--- config.mk ---
export PLATFORM = sky130hd
export DESIGN_NAME = trimmed_mean_presence_detector_flat
export DESIGN_NICKNAME = d
export VERILOG_FILES = /design/src/hw/rtl/tmpd_pkg.sv /design/src/hw/rtl/tmpd_req_if.sv /design/src/hw/rtl/tmpd_rsp_if.sv /design/src/hw/rtl/trimmed_mean_presence_detector.sv /design/src/hw/rtl/tmpd_div.sv /design/src/hw/rtl/tmpd_dp.sv /design/src/hw/rtl/tmpd_ctrl.sv /design/src/flat_wrapper.sv
export SDC_FILE = /design/constraint.sdc
export NUM_CORES = 1
export LEC_CHECK = 0
export ABC_AREA = 1
export BUFFER_PORTS_ARGS = -buffer_cell sky130_fd_sc_hd__buf_2
export CORE_MARGIN = 1.5
export CORE_UTILIZATION = 45
export DETAILED_ROUTE_END_ITERATION = 10
export GPL_ROUTABILITY_DRIVEN = 0
export GPL_TIMING_DRIVEN = 0
export HOLD_SLACK_MARGIN = 0.15
export PLACE_DENSITY = 0.6
export SKIP_LAST_GASP = 1
export SYNTH_ARGS = -nofsm -noshare
export SYNTH_HDL_FRONTEND = slang
export SYNTH_SLANG_ARGS = --single-unit
--- constraint.sdc ---
create_clock -name clock -period 3.5 [get_ports clock]
set_input_delay 0.875 -clock clock [delete_from_list [all_inputs] [get_ports clock]]
set_output_delay 0.875 -clock clock [all_outputs]
set_load 0.05 [all_outputs]
--- src/hw/rtl/tmpd_pkg.sv ---
package tmpd_pkg;

   localparam int DATA_W            = 16;
   localparam int BURST_SAMPLES_DEF = 10;
   localparam int HISTORY_DEPTH_DEF = 8;

   // rank window as a fraction of the burst: [3/10, 7/10)
   localparam int RANK_LO_NUM = 3;
   localparam int RANK_HI_NUM = 7;
   localparam int RANK_DEN    = 10;

   typedef enum logic [2:0] {
      ST_IDLE,
      ST_SUM,
      ST_TSTART,
      ST_TWAIT,
      ST_BSTART,
      ST_BWAIT,
      ST_UPDATE
   } state_type;

   typedef struct packed {
      logic ready;
      logic insert;
      logic restart;
      logic sum_start;
      logic sum_step;
      logic div_start;
      logic div_base;
      logic tmean_load;
      logic base_load;
      logic commit;
   } cmd_type;

   typedef struct packed {
      logic burst_last;
      logic sum_last;
      logic div_done;
      logic rsp_busy;
   } sts_type;

endpackage

--- src/hw/rtl/tmpd_req_if.sv ---
interface tmpd_req_if;
   logic                          valid;
   logic                          ready;
   logic [tmpd_pkg::DATA_W-1:0]   raw_count;
   logic                          restart;

   modport source (output valid, raw_count, restart, input ready);
   modport sink (input valid, raw_count, restart, output ready);
endinterface

--- src/hw/rtl/tmpd_rsp_if.sv ---
interface tmpd_rsp_if;
   logic                          valid;
   logic                          ready;
   logic [tmpd_pkg::DATA_W-1:0]   trimmed_mean;
   logic [tmpd_pkg::DATA_W-1:0]   baseline_mean;
   logic                          presence;

   modport source (output valid, trimmed_mean, baseline_mean, presence, input ready);
   modport sink (input valid, trimmed_mean, baseline_mean, presence, output ready);
endinterface

--- src/hw/rtl/trimmed_mean_presence_detector.sv ---
// A word that does not end a burst, or a restart, is taken in idle; the next is taken at once.
// A burst-ending word gives its result after the rank sum (one word a cycle) and two reciprocal
// divisions in turn; the commit waits while the previous result still waits in the result register.
// Throughput: one word per cycle inside a burst; no word is taken while a burst end is processed.
// Reset (synchronous, active high) clears burst count, fill count, ring pointer, history sum,
// history valid bits, threshold and the result register; the ring reads as zero until written.
module trimmed_mean_presence_detector #(
   parameter int BURST_SAMPLES = tmpd_pkg::BURST_SAMPLES_DEF,
   parameter int HISTORY_DEPTH = tmpd_pkg::HISTORY_DEPTH_DEF
) (
   input  logic                        clock,
   input  logic                        reset,
   tmpd_req_if.sink                    req_if,
   tmpd_rsp_if.source                  rsp_if,
   input  logic                        csr_wr_en,
   input  logic [tmpd_pkg::DATA_W-1:0] csr_wr_data
);

   // command and status between sequencer and datapath
   tmpd_pkg::cmd_type cmd;
   tmpd_pkg::sts_type sts;

   // sequencer: takes words in idle, then walks sum, divisions and commit
   tmpd_ctrl u_ctrl (
      .clock       (clock),
      .reset       (reset),
      .req_valid   (req_if.valid),
      .req_restart (req_if.restart),
      .sts         (sts),
      .cmd         (cmd)
   );

   // datapath: sorted burst kept on the fly, so the burst end only sums the middle ranks
   tmpd_dp #(
      .BURST_SAMPLES (BURST_SAMPLES),
      .HISTORY_DEPTH (HISTORY_DEPTH)
   ) u_dp (
      .clock         (clock),
      .reset         (reset),
      .cmd           (cmd),
      .sts           (sts),
      .raw_count     (req_if.raw_count),
      .csr_wr_en     (csr_wr_en),
      .csr_wr_data   (csr_wr_data),
      .rsp_ready     (rsp_if.ready),
      .rsp_valid     (rsp_if.valid),
      .trimmed_mean  (rsp_if.trimmed_mean),
      .baseline_mean (rsp_if.baseline_mean),
      .presence      (rsp_if.presence)
   );

   // ready comes from the sequencer; a held result blocks new words only while a burst end waits to commit
   assign req_if.ready = cmd.ready;

   // commit never overwrites a result still waiting
   a_commit_free: assert property (@(posedge clock) disable iff (reset)
      cmd.commit |-> !(rsp_if.valid && !rsp_if.ready))
      else $error("commit while result pending");

   // a result word appears only from a commit
   a_rsp_from_commit: assert property (@(posedge clock) disable iff (reset)
      $rose(rsp_if.valid) |-> $past(cmd.commit))
      else $error("result without commit");

   // presence needs the mean strictly above baseline
   a_presence_order: assert property (@(posedge clock) disable iff (reset)
      (rsp_if.valid && rsp_if.presence) |-> (rsp_if.trimmed_mean > rsp_if.baseline_mean))
      else $error("presence with mean not above baseline");

   // burst processing blocks new words
   a_busy_no_ready: assert property (@(posedge clock) disable iff (reset)
      cmd.sum_start |=> !req_if.ready)
      else $error("ready during burst processing");

endmodule

--- src/hw/rtl/tmpd_div.sv ---
// divide by a constant: reciprocal multiply, quotient registered in the cycle after start
module tmpd_div #(
   parameter int DVD_W   = 20,
   parameter int QUO_W   = 16,
   parameter int DIVISOR = 4
) (
   input  logic             clock,
   input  logic             reset,
   input  logic             start,
   input  logic [DVD_W-1:0] dividend,
   output logic [QUO_W-1:0] quotient,
   output logic             done
);

   // floor(x / d) = (x * ceil(2^(DVD_W+l) / d)) >> (DVD_W+l), l = ceil(log2 d);
   // exact for every x below 2^DVD_W, and the factor fits DVD_W+1 bits
   localparam int     SHIFT = DVD_W + $clog2(DIVISOR);
   localparam int     MUL_W = DVD_W + 1;
   localparam int     PRD_W = DVD_W + MUL_W;
   localparam longint RECIP = ((longint'(1) << SHIFT) + longint'(DIVISOR - 1)) /
                              longint'(DIVISOR);
   localparam logic [MUL_W-1:0] MUL = MUL_W'(RECIP);

   logic             done_ff;
   logic [PRD_W-1:0] prod_ff;

   always_ff @(posedge clock) begin
      if (reset) begin
         done_ff <= 1'b0;
      end else begin
         done_ff <= start;
      end
   end

   always_ff @(posedge clock) begin
      if (start) begin
         prod_ff <= {{MUL_W{1'b0}}, dividend} * {{DVD_W{1'b0}}, MUL};
      end
   end

   assign quotient = QUO_W'(prod_ff >> SHIFT);
   assign done     = done_ff;

endmodule

--- src/hw/rtl/tmpd_dp.sv ---
// datapath: insertion sorter, rank sum, history ring, two dividers, threshold, result register
module tmpd_dp #(
   parameter int BURST_SAMPLES = tmpd_pkg::BURST_SAMPLES_DEF,
   parameter int HISTORY_DEPTH = tmpd_pkg::HISTORY_DEPTH_DEF
) (
   input  logic                        clock,
   input  logic                        reset,
   input  tmpd_pkg::cmd_type           cmd,
   output tmpd_pkg::sts_type           sts,
   input  logic [tmpd_pkg::DATA_W-1:0] raw_count,
   input  logic                        csr_wr_en,
   input  logic [tmpd_pkg::DATA_W-1:0] csr_wr_data,
   input  logic                        rsp_ready,
   output logic                        rsp_valid,
   output logic [tmpd_pkg::DATA_W-1:0] trimmed_mean,
   output logic [tmpd_pkg::DATA_W-1:0] baseline_mean,
   output logic                        presence
);

   localparam int DW      = tmpd_pkg::DATA_W;
   localparam int RANK_LO = BURST_SAMPLES * tmpd_pkg::RANK_LO_NUM / tmpd_pkg::RANK_DEN;
   localparam int RANK_HI = BURST_SAMPLES * tmpd_pkg::RANK_HI_NUM / tmpd_pkg::RANK_DEN;
   localparam int TCOUNT  = RANK_HI - RANK_LO;
   localparam int CNT_W   = $clog2(BURST_SAMPLES + 1);
   localparam int IDX_W   = $clog2(BURST_SAMPLES);
   localparam int TSUM_W  = DW + $clog2(TCOUNT + 1);
   localparam int HSUM_W  = DW + $clog2(HISTORY_DEPTH + 1);
   localparam int PTR_W   = $clog2(HISTORY_DEPTH);
   localparam int FILL_W  = $clog2(HISTORY_DEPTH + 1);

   // sorted burst, valid below count_ff
   logic [DW-1:0]            sort_ff [BURST_SAMPLES];
   logic [DW-1:0]            sort_in [BURST_SAMPLES];
   logic [BURST_SAMPLES-1:0] gt;
   logic [CNT_W-1:0]         count_ff;

   logic [IDX_W-1:0]         idx_ff;
   logic [TSUM_W-1:0]        tsum_ff;

   logic [DW-1:0]            hist_mem [HISTORY_DEPTH];
   logic [HISTORY_DEPTH-1:0] hist_vld_ff;
   logic [DW-1:0]            rd_data_ff;
   logic [DW-1:0]            old_entry;
   logic [PTR_W-1:0]         ptr_ff;
   logic [HSUM_W-1:0]        hsum_ff;
   logic [FILL_W-1:0]        fill_ff;
   logic [FILL_W-1:0]        fill_next;

   logic [DW-1:0]            thr_ff;
   logic [DW-1:0]            tmean_ff;
   logic [DW-1:0]            base_ff;

   logic                     tdiv_start;
   logic                     bdiv_start;
   logic [DW-1:0]            tdiv_quot;
   logic [DW-1:0]            bdiv_quot;
   logic                     tdiv_done;
   logic                     bdiv_done;

   logic [DW:0]              limit;
   logic                     pres_in;

   logic                     rsp_valid_ff;
   logic [DW-1:0]            rsp_tmean_ff;
   logic [DW-1:0]            rsp_base_ff;
   logic                     rsp_pres_ff;

   // one cell per rank: take the left neighbour, the new word, or hold
   always_comb begin
      for (int i = 0; i < BURST_SAMPLES; i++) begin
         gt[i] = (CNT_W'(i) < count_ff) && (sort_ff[i] > raw_count);
      end
      sort_in[0] = (gt[0] || count_ff == '0) ? raw_count : sort_ff[0];
      for (int i = 1; i < BURST_SAMPLES; i++) begin
         if (gt[i-1]) begin
            sort_in[i] = sort_ff[i-1];
         end else if (gt[i] || CNT_W'(i) == count_ff) begin
            sort_in[i] = raw_count;
         end else begin
            sort_in[i] = sort_ff[i];
         end
      end
   end

   always_ff @(posedge clock) begin
      if (cmd.insert) begin
         for (int i = 0; i < BURST_SAMPLES; i++) begin
            sort_ff[i] <= sort_in[i];
         end
      end
   end

   always_ff @(posedge clock) begin
      if (reset) begin
         count_ff <= '0;
      end else if (cmd.restart) begin
         count_ff <= '0;
      end else if (cmd.insert) begin
         count_ff <= sts.burst_last ? '0 : count_ff + CNT_W'(1);
      end
   end

   // rank window sum, one word a cycle
   always_ff @(posedge clock) begin
      if (cmd.sum_start) begin
         idx_ff  <= IDX_W'(RANK_LO);
         tsum_ff <= '0;
      end else if (cmd.sum_step) begin
         idx_ff  <= idx_ff + IDX_W'(1);
         tsum_ff <= tsum_ff + TSUM_W'(sort_ff[idx_ff]);
      end
   end

   always_comb begin
      tdiv_start = cmd.div_start && !cmd.div_base;
      bdiv_start = cmd.div_start && cmd.div_base;
   end

   // rank sum over the window size
   tmpd_div #(
      .DVD_W   (TSUM_W),
      .QUO_W   (DW),
      .DIVISOR (TCOUNT)
   ) u_tdiv (
      .clock    (clock),
      .reset    (reset),
      .start    (tdiv_start),
      .dividend (tsum_ff),
      .quotient (tdiv_quot),
      .done     (tdiv_done)
   );

   // history sum over the ring depth
   tmpd_div #(
      .DVD_W   (HSUM_W),
      .QUO_W   (DW),
      .DIVISOR (HISTORY_DEPTH)
   ) u_bdiv (
      .clock    (clock),
      .reset    (reset),
      .start    (bdiv_start),
      .dividend (hsum_ff),
      .quotient (bdiv_quot),
      .done     (bdiv_done)
   );

   always_ff @(posedge clock) begin
      if (cmd.tmean_load) begin
         tmean_ff <= tdiv_quot;
      end
      if (cmd.base_load) begin
         base_ff <= bdiv_quot;
      end
   end

   // history ring
   always_ff @(posedge clock) begin
      rd_data_ff <= hist_mem[ptr_ff];
      if (cmd.commit) begin
         hist_mem[ptr_ff] <= tmean_ff;
      end
   end

   assign old_entry = hist_vld_ff[ptr_ff] ? rd_data_ff : '0;
   assign fill_next = (fill_ff == FILL_W'(HISTORY_DEPTH)) ? fill_ff : fill_ff + FILL_W'(1);

   always_ff @(posedge clock) begin
      if (reset) begin
         hist_vld_ff <= '0;
         ptr_ff      <= '0;
         hsum_ff     <= '0;
         fill_ff     <= '0;
      end else if (cmd.restart) begin
         fill_ff <= '0;
      end else if (cmd.commit) begin
         hist_vld_ff[ptr_ff] <= 1'b1;
         ptr_ff  <= (ptr_ff == PTR_W'(HISTORY_DEPTH - 1)) ? '0 : ptr_ff + PTR_W'(1);
         hsum_ff <= hsum_ff + HSUM_W'(tmean_ff) - HSUM_W'(old_entry);
         fill_ff <= fill_next;
      end
   end

   always_ff @(posedge clock) begin
      if (reset) begin
         thr_ff <= '0;
      end else if (csr_wr_en) begin
         thr_ff <= csr_wr_data;
      end
   end

   always_comb begin
      limit   = {1'b0, base_ff} + {1'b0, thr_ff};
      pres_in = (fill_next == FILL_W'(HISTORY_DEPTH)) && ({1'b0, tmean_ff} > limit);
   end

   // result register
   always_ff @(posedge clock) begin
      if (reset) begin
         rsp_valid_ff <= 1'b0;
      end else if (cmd.commit) begin
         rsp_valid_ff <= 1'b1;
      end else if (rsp_ready) begin
         rsp_valid_ff <= 1'b0;
      end
   end

   always_ff @(posedge clock) begin
      if (cmd.commit) begin
         rsp_tmean_ff <= tmean_ff;
         rsp_base_ff  <= base_ff;
         rsp_pres_ff  <= pres_in;
      end
   end

   always_comb begin
      sts.burst_last = count_ff == CNT_W'(BURST_SAMPLES - 1);
      sts.sum_last   = idx_ff == IDX_W'(RANK_HI - 1);
      sts.div_done   = tdiv_done || bdiv_done;
      sts.rsp_busy   = rsp_valid_ff && !rsp_ready;
   end

   assign rsp_valid     = rsp_valid_ff;
   assign trimmed_mean  = rsp_tmean_ff;
   assign baseline_mean = rsp_base_ff;
   assign presence      = rsp_pres_ff;

endmodule

--- src/hw/rtl/tmpd_ctrl.sv ---
// sequencer: takes words in idle; at burst end, sum, two divisions, commit
module tmpd_ctrl (
   input  logic              clock,
   input  logic              reset,
   input  logic              req_valid,
   input  logic              req_restart,
   input  tmpd_pkg::sts_type sts,
   output tmpd_pkg::cmd_type cmd
);

   tmpd_pkg::state_type state_ff;
   tmpd_pkg::state_type state_in;

   always_ff @(posedge clock) begin
      if (reset) begin
         state_ff <= tmpd_pkg::ST_IDLE;
      end else begin
         state_ff <= state_in;
      end
   end

   always_comb begin
      cmd      = '0;
      state_in = state_ff;
      unique case (state_ff)
         tmpd_pkg::ST_IDLE: begin
            cmd.ready = 1'b1;
            if (req_valid) begin
               if (req_restart) begin
                  cmd.restart = 1'b1;
               end else begin
                  cmd.insert = 1'b1;
                  if (sts.burst_last) begin
                     cmd.sum_start = 1'b1;
                     state_in      = tmpd_pkg::ST_SUM;
                  end
               end
            end
         end
         tmpd_pkg::ST_SUM: begin
            cmd.sum_step = 1'b1;
            if (sts.sum_last) begin
               state_in = tmpd_pkg::ST_TSTART;
            end
         end
         tmpd_pkg::ST_TSTART: begin
            cmd.div_start = 1'b1;
            state_in      = tmpd_pkg::ST_TWAIT;
         end
         tmpd_pkg::ST_TWAIT: begin
            if (sts.div_done) begin
               cmd.tmean_load = 1'b1;
               state_in       = tmpd_pkg::ST_BSTART;
            end
         end
         tmpd_pkg::ST_BSTART: begin
            cmd.div_start = 1'b1;
            cmd.div_base  = 1'b1;
            state_in      = tmpd_pkg::ST_BWAIT;
         end
         tmpd_pkg::ST_BWAIT: begin
            if (sts.div_done) begin
               cmd.base_load = 1'b1;
               state_in      = tmpd_pkg::ST_UPDATE;
            end
         end
         tmpd_pkg::ST_UPDATE: begin
            if (!sts.rsp_busy) begin
               cmd.commit = 1'b1;
               state_in   = tmpd_pkg::ST_IDLE;
            end
         end
         default: begin
            state_in = tmpd_pkg::ST_IDLE;
         end
      endcase
   end

endmodule
--- src/flat_wrapper.sv ---
// flat-port wrapper written by rule: the top's interface ports become plain ports
module trimmed_mean_presence_detector_flat 
#(
   parameter int BURST_SAMPLES = tmpd_pkg::BURST_SAMPLES_DEF,
   parameter int HISTORY_DEPTH = tmpd_pkg::HISTORY_DEPTH_DEF
)
  (clock, reset, csr_wr_en, csr_wr_data, req_if_valid, req_if_raw_count, req_if_restart, req_if_ready, rsp_if_valid, rsp_if_trimmed_mean, rsp_if_baseline_mean, rsp_if_presence, rsp_if_ready);
  tmpd_req_if req_if_i ();
  tmpd_rsp_if rsp_if_i ();
  input  logic clock;
  input  logic reset;
  input  logic csr_wr_en;
  input  logic [tmpd_pkg::DATA_W-1:0] csr_wr_data;
  input wire logic [$bits(req_if_i.valid)-1:0] req_if_valid;
  input wire logic [$bits(req_if_i.raw_count)-1:0] req_if_raw_count;
  input wire logic [$bits(req_if_i.restart)-1:0] req_if_restart;
  output wire logic [$bits(req_if_i.ready)-1:0] req_if_ready;
  output wire logic [$bits(rsp_if_i.valid)-1:0] rsp_if_valid;
  output wire logic [$bits(rsp_if_i.trimmed_mean)-1:0] rsp_if_trimmed_mean;
  output wire logic [$bits(rsp_if_i.baseline_mean)-1:0] rsp_if_baseline_mean;
  output wire logic [$bits(rsp_if_i.presence)-1:0] rsp_if_presence;
  input wire logic [$bits(rsp_if_i.ready)-1:0] rsp_if_ready;
  assign req_if_i.valid = req_if_valid;
  assign req_if_i.raw_count = req_if_raw_count;
  assign req_if_i.restart = req_if_restart;
  assign req_if_ready = req_if_i.ready;
  assign rsp_if_valid = rsp_if_i.valid;
  assign rsp_if_trimmed_mean = rsp_if_i.trimmed_mean;
  assign rsp_if_baseline_mean = rsp_if_i.baseline_mean;
  assign rsp_if_presence = rsp_if_i.presence;
  assign rsp_if_i.ready = rsp_if_ready;
  trimmed_mean_presence_detector #(.BURST_SAMPLES(BURST_SAMPLES), .HISTORY_DEPTH(HISTORY_DEPTH)) u_core (.clock(clock), .reset(reset), .req_if(req_if_i), .rsp_if(rsp_if_i), .csr_wr_en(csr_wr_en), .csr_wr_data(csr_wr_data));
endmodule
==> impl_results.md <==
* # hold bufs at CTS at 0
* Final period util at a little over nine tenths
* Rows at between 80 and 90
* Yosys cell types at 50
* # nets final at 3,278
* Post-DP HPWL at around 57 mm
* Hold Path Class: reg -> reg
* Warnings from Yosys at 0
* DRT antenna net count at 0
* Mapped Avg Cell Area at between 9 and 10 um^2
* Global-route wire length before repair at between 100 and 150 mm
* Fmax at approximately 300 MHz
* CTS root buffer: clkbuf_16
* CP most frequent cell: nand2_1
* Peak supply drop at about 0.44 mV
* Initial Utilization at 45.8%
* Register area share after synthesis at a little over 50%
* Crit Path Class: in -> reg
* Die footprint at a little over 60,000 um^2
* Relative slew slack at between 10% and 20%
* CTS buffer count at 54
* Count of final setup violators at 0
* Final max-slew violation count at 0
* Largest net degree at the start of global routing at 43
* Vias at between 20,000 and 25,000
* Routed vias/inst at 5.53
* Critical Path Max Stage Delay at around 530 ps
* Antenna violations before repair at 0
* LEAKAGE at between 10 and 15 nW
* Max Root-Sink Buffers at 3
* N_diodes at 0
* Mapped Nets at 3,137
* Flops & latches, synth at a little under 500
* Share of layout cells above drive strength 1 at 10.5%
* CTS tree: built
* Worst Setup Start Kind: input pin
* Max-Cap Viols at 0
* Share of the synthesized area in the top cell type at 43.5%
* Area growth syn-to-layout at 13.9%
* # IOs at 73
* RSZ-0062 raised after global routing: true
* H-tree lvl count at 2
* Initial DRT Pass Iterations at 5
* Core Region at just under 60,000 um^2
* DR WL/cell at about 20 um
* Hold WS at 416 ps
* Clock sink count at between 400 and 500
* Reg clk slew, reported paths at roughly 60 ps
* Crit path time final at between 3000 and 4000 ps
* CP Capture Type: register
* Worst path cell trace: buf_2 -> inv_1 -> ha_1 -> a21oi_1 -> o21ai_0 -> a21oi_1 -> nand2_1 -> nand2_1 -> nand3_1 -> nand2_1 -> clkinvlp_4
* Iteration-0 DRC Markers at around 1,700
* Worst Path Required at about 3800 ps
* Number of global-route vias before repair at about 20,000
* Crit-path slowest cell: inv_1
* Final WL at 75.9 mm
* WP data arrival at 3650 ps
* Worst Hold Depth at 0
* Status: completed
* Worst-margin pin slew at 1230 ps
* Fill cells at between 5,000 and 6,000
* Syn Inst Count at around 2,800
* Total track usage at about a quarter
* Remaining DRCs at 0
* Port Buffers at 72
* Netlist Area Pre-Place at about 27,000 um^2
* Clock skew at around 64 ps
* Final hold violations at 0
* Die W at between 200 and 250 um
* Skew-Pair Late Insertion Delay at roughly 650 ps
* Worst-path fanout max at 16
* Sum Neg Setup Slack at 0 ps
* Die H at between 200 and 250 um
* Post-synth top area cell: edfxtp_1
* Top post-synthesis cells by area: edfxtp_1, ha_1, dfxtp_1, nand2_1, a21oi_1
* Remaining global-route overflow at 0
* P per Cell Area at 659 nW/um^2
* Worst R2R Path Depth at 15
layer usage:
layer,wire length (um),GRT usage (%)
met5,0,0
met4,2840,9.62
met3,5320,3.66
met2,36100,42.6
met1,31600,32.1
cell usage after synthesis, drive strengths merged:
library cell  number
clkbuf            28
nor2             269
xor2              17
nand4             25
a221oi            14
edfxtp           385
o211ai            16
nand3b             4
ha               236
o2bb2ai            2
nand2            524
o21ai            268
and3               3
a211oi             5
o221ai            12
o21a              20
buf               62
nor3b              1
nor3              18
inv              363
dfxtp            102
and2               1
a22oi             21
or2                3
o21bai            12
nor4               6
a22o               4
a21o               7
a21oi            288
a21boi             3
o31ai              1
clkinv             1
nand3             88
xnor2             10
fa                18
a31oi              5
a41oi              2
nor2b              1
worst paths after layout:
path                                        startpoint                                        to  slack [ps]
setup reg to reg                              register      u_core.u_dp.tsum_ff[14]$_SDFFE_PP0P_         130
hold / removal    u_core.u_dp.tsum_ff[17]$_SDFFE_PP0P_  u_core.u_dp.u_tdiv.prod_ff[36]$_DFFE_PP_         420
hold reg to reg   u_core.u_dp.tsum_ff[17]$_SDFFE_PP0P_  u_core.u_dp.u_tdiv.prod_ff[36]$_DFFE_PP_         420
setup / recovery                   req_if_raw_count[9]       u_core.u_dp.sort_ff[2][9]$_DFFE_PP_         120
layout by cell type, fill, tap and decap left out, types with 11 or more instances in the layout:
cell type / Yosys / final
o21ai_1: 30 / 36
nand4_1: 25 / 25
o21ai_0: 236 / 228
a221oi_1: 14 / 14
nand3_1: 87 / 86
o211ai_1: 16 / 16
nor3_1: 17 / 17
inv_1: 354 / 350
edfxtp_1: 385 / 385
a21oi_1: 288 / 282
clkbuf_16: 0 / 55
o21a_1: 20 / 20
nor2_2: 3 / 20
buf_2: 48 / 116
xor2_1: 17 / 17
dfxtp_1: 102 / 102
nor2_1: 262 / 244
a22oi_1: 21 / 21
clkinvlp_4: 0 / 11
o21bai_1: 12 / 11
clkbuf_1: 28 / 23
fa_1: 18 / 16
nand2_1: 521 / 518
ha_1: 236 / 231
critical path: cells and delay by family:
| kind | cells | cell delay [ps] |
|---|---|---|
| buf+inv | 3 | 1080 |
| simple gates | 4 | 730 |
| compound gates | 3 | 600 |
| fa+ha+maj | 1 | 360 |
per-stage QoR:
stage	setup WS (ps)	power [mW]	instances	instance area, um^2	utilization (%)
floorplan	194	11.7	2845	26600	-
global placement	-1110	13.5	3682	27900	48.1
detailed placement	-1270	13.7	3691	28100	48.4
CTS	5.20	19.8	3793	30100	51.8
global route	-47.5	21.1	3797	30300	52.2
finish	120	20.0	3797	30300	52.2
where the power goes:
| part | internal (mW) | switching [mW] | total, mW |
|---|---|---|---|
| Clock | 3.57 | 2.49 | 6.06 |
| Sequential | 6.83 | 0.325 | 7.15 |
| Combinational | 2.21 | 4.54 | 6.75 |
layout make-up:
cell class | count | area (um^2) | share of cell area, %
Clock buffer | 66 | 1490 | 4.91
Clock inverter | 36 | 444 | 1.47
Multi-Input combinational cell | 1904 | 11300 | 37.4
Tap cell | 765 | 957 | 3.16
Buffer | 90 | 507 | 1.67
Sequential cell | 487 | 13600 | 44.9
Timing Repair Buffer | 85 | 588 | 1.94
Inverter | 364 | 1380 | 4.54
state kept, by name (all words and copies together) (netlist names), 18 cells and up, named ones only:
register              count
u_core.u_dp.hist_mem    128
u_core.u_dp.sort_ff     160
u_core.u_dp.tsum_ff      18
u_core.u_dp.hsum_ff      19
logic make-up (layout without fill, tap and decap cells):
| group | Yosys count | after routing | share of synthesized area, % |
|---|---|---|---|
| AO/OA/AOI/OAI | 680 | 680 | 14.2 |
| buffers and inverters | 454 | 641 | 6.86 |
| flip-flops | 487 | 487 | 51.2 |
| adder cells (fa/ha/maj) | 254 | 254 | 12.5 |
| AND/OR/NAND/NOR | 943 | 943 | 14.5 |
| XOR/XNOR | 27 | 27 | 0.890 |
timing repair:
item,in CTS,in global routing
endpoints found under the setup margin,35,88
pin swaps,1,5
resized for setup,16,63
setup buffers,0,4
No activity file was read; power rests on OpenSTA's default activity.
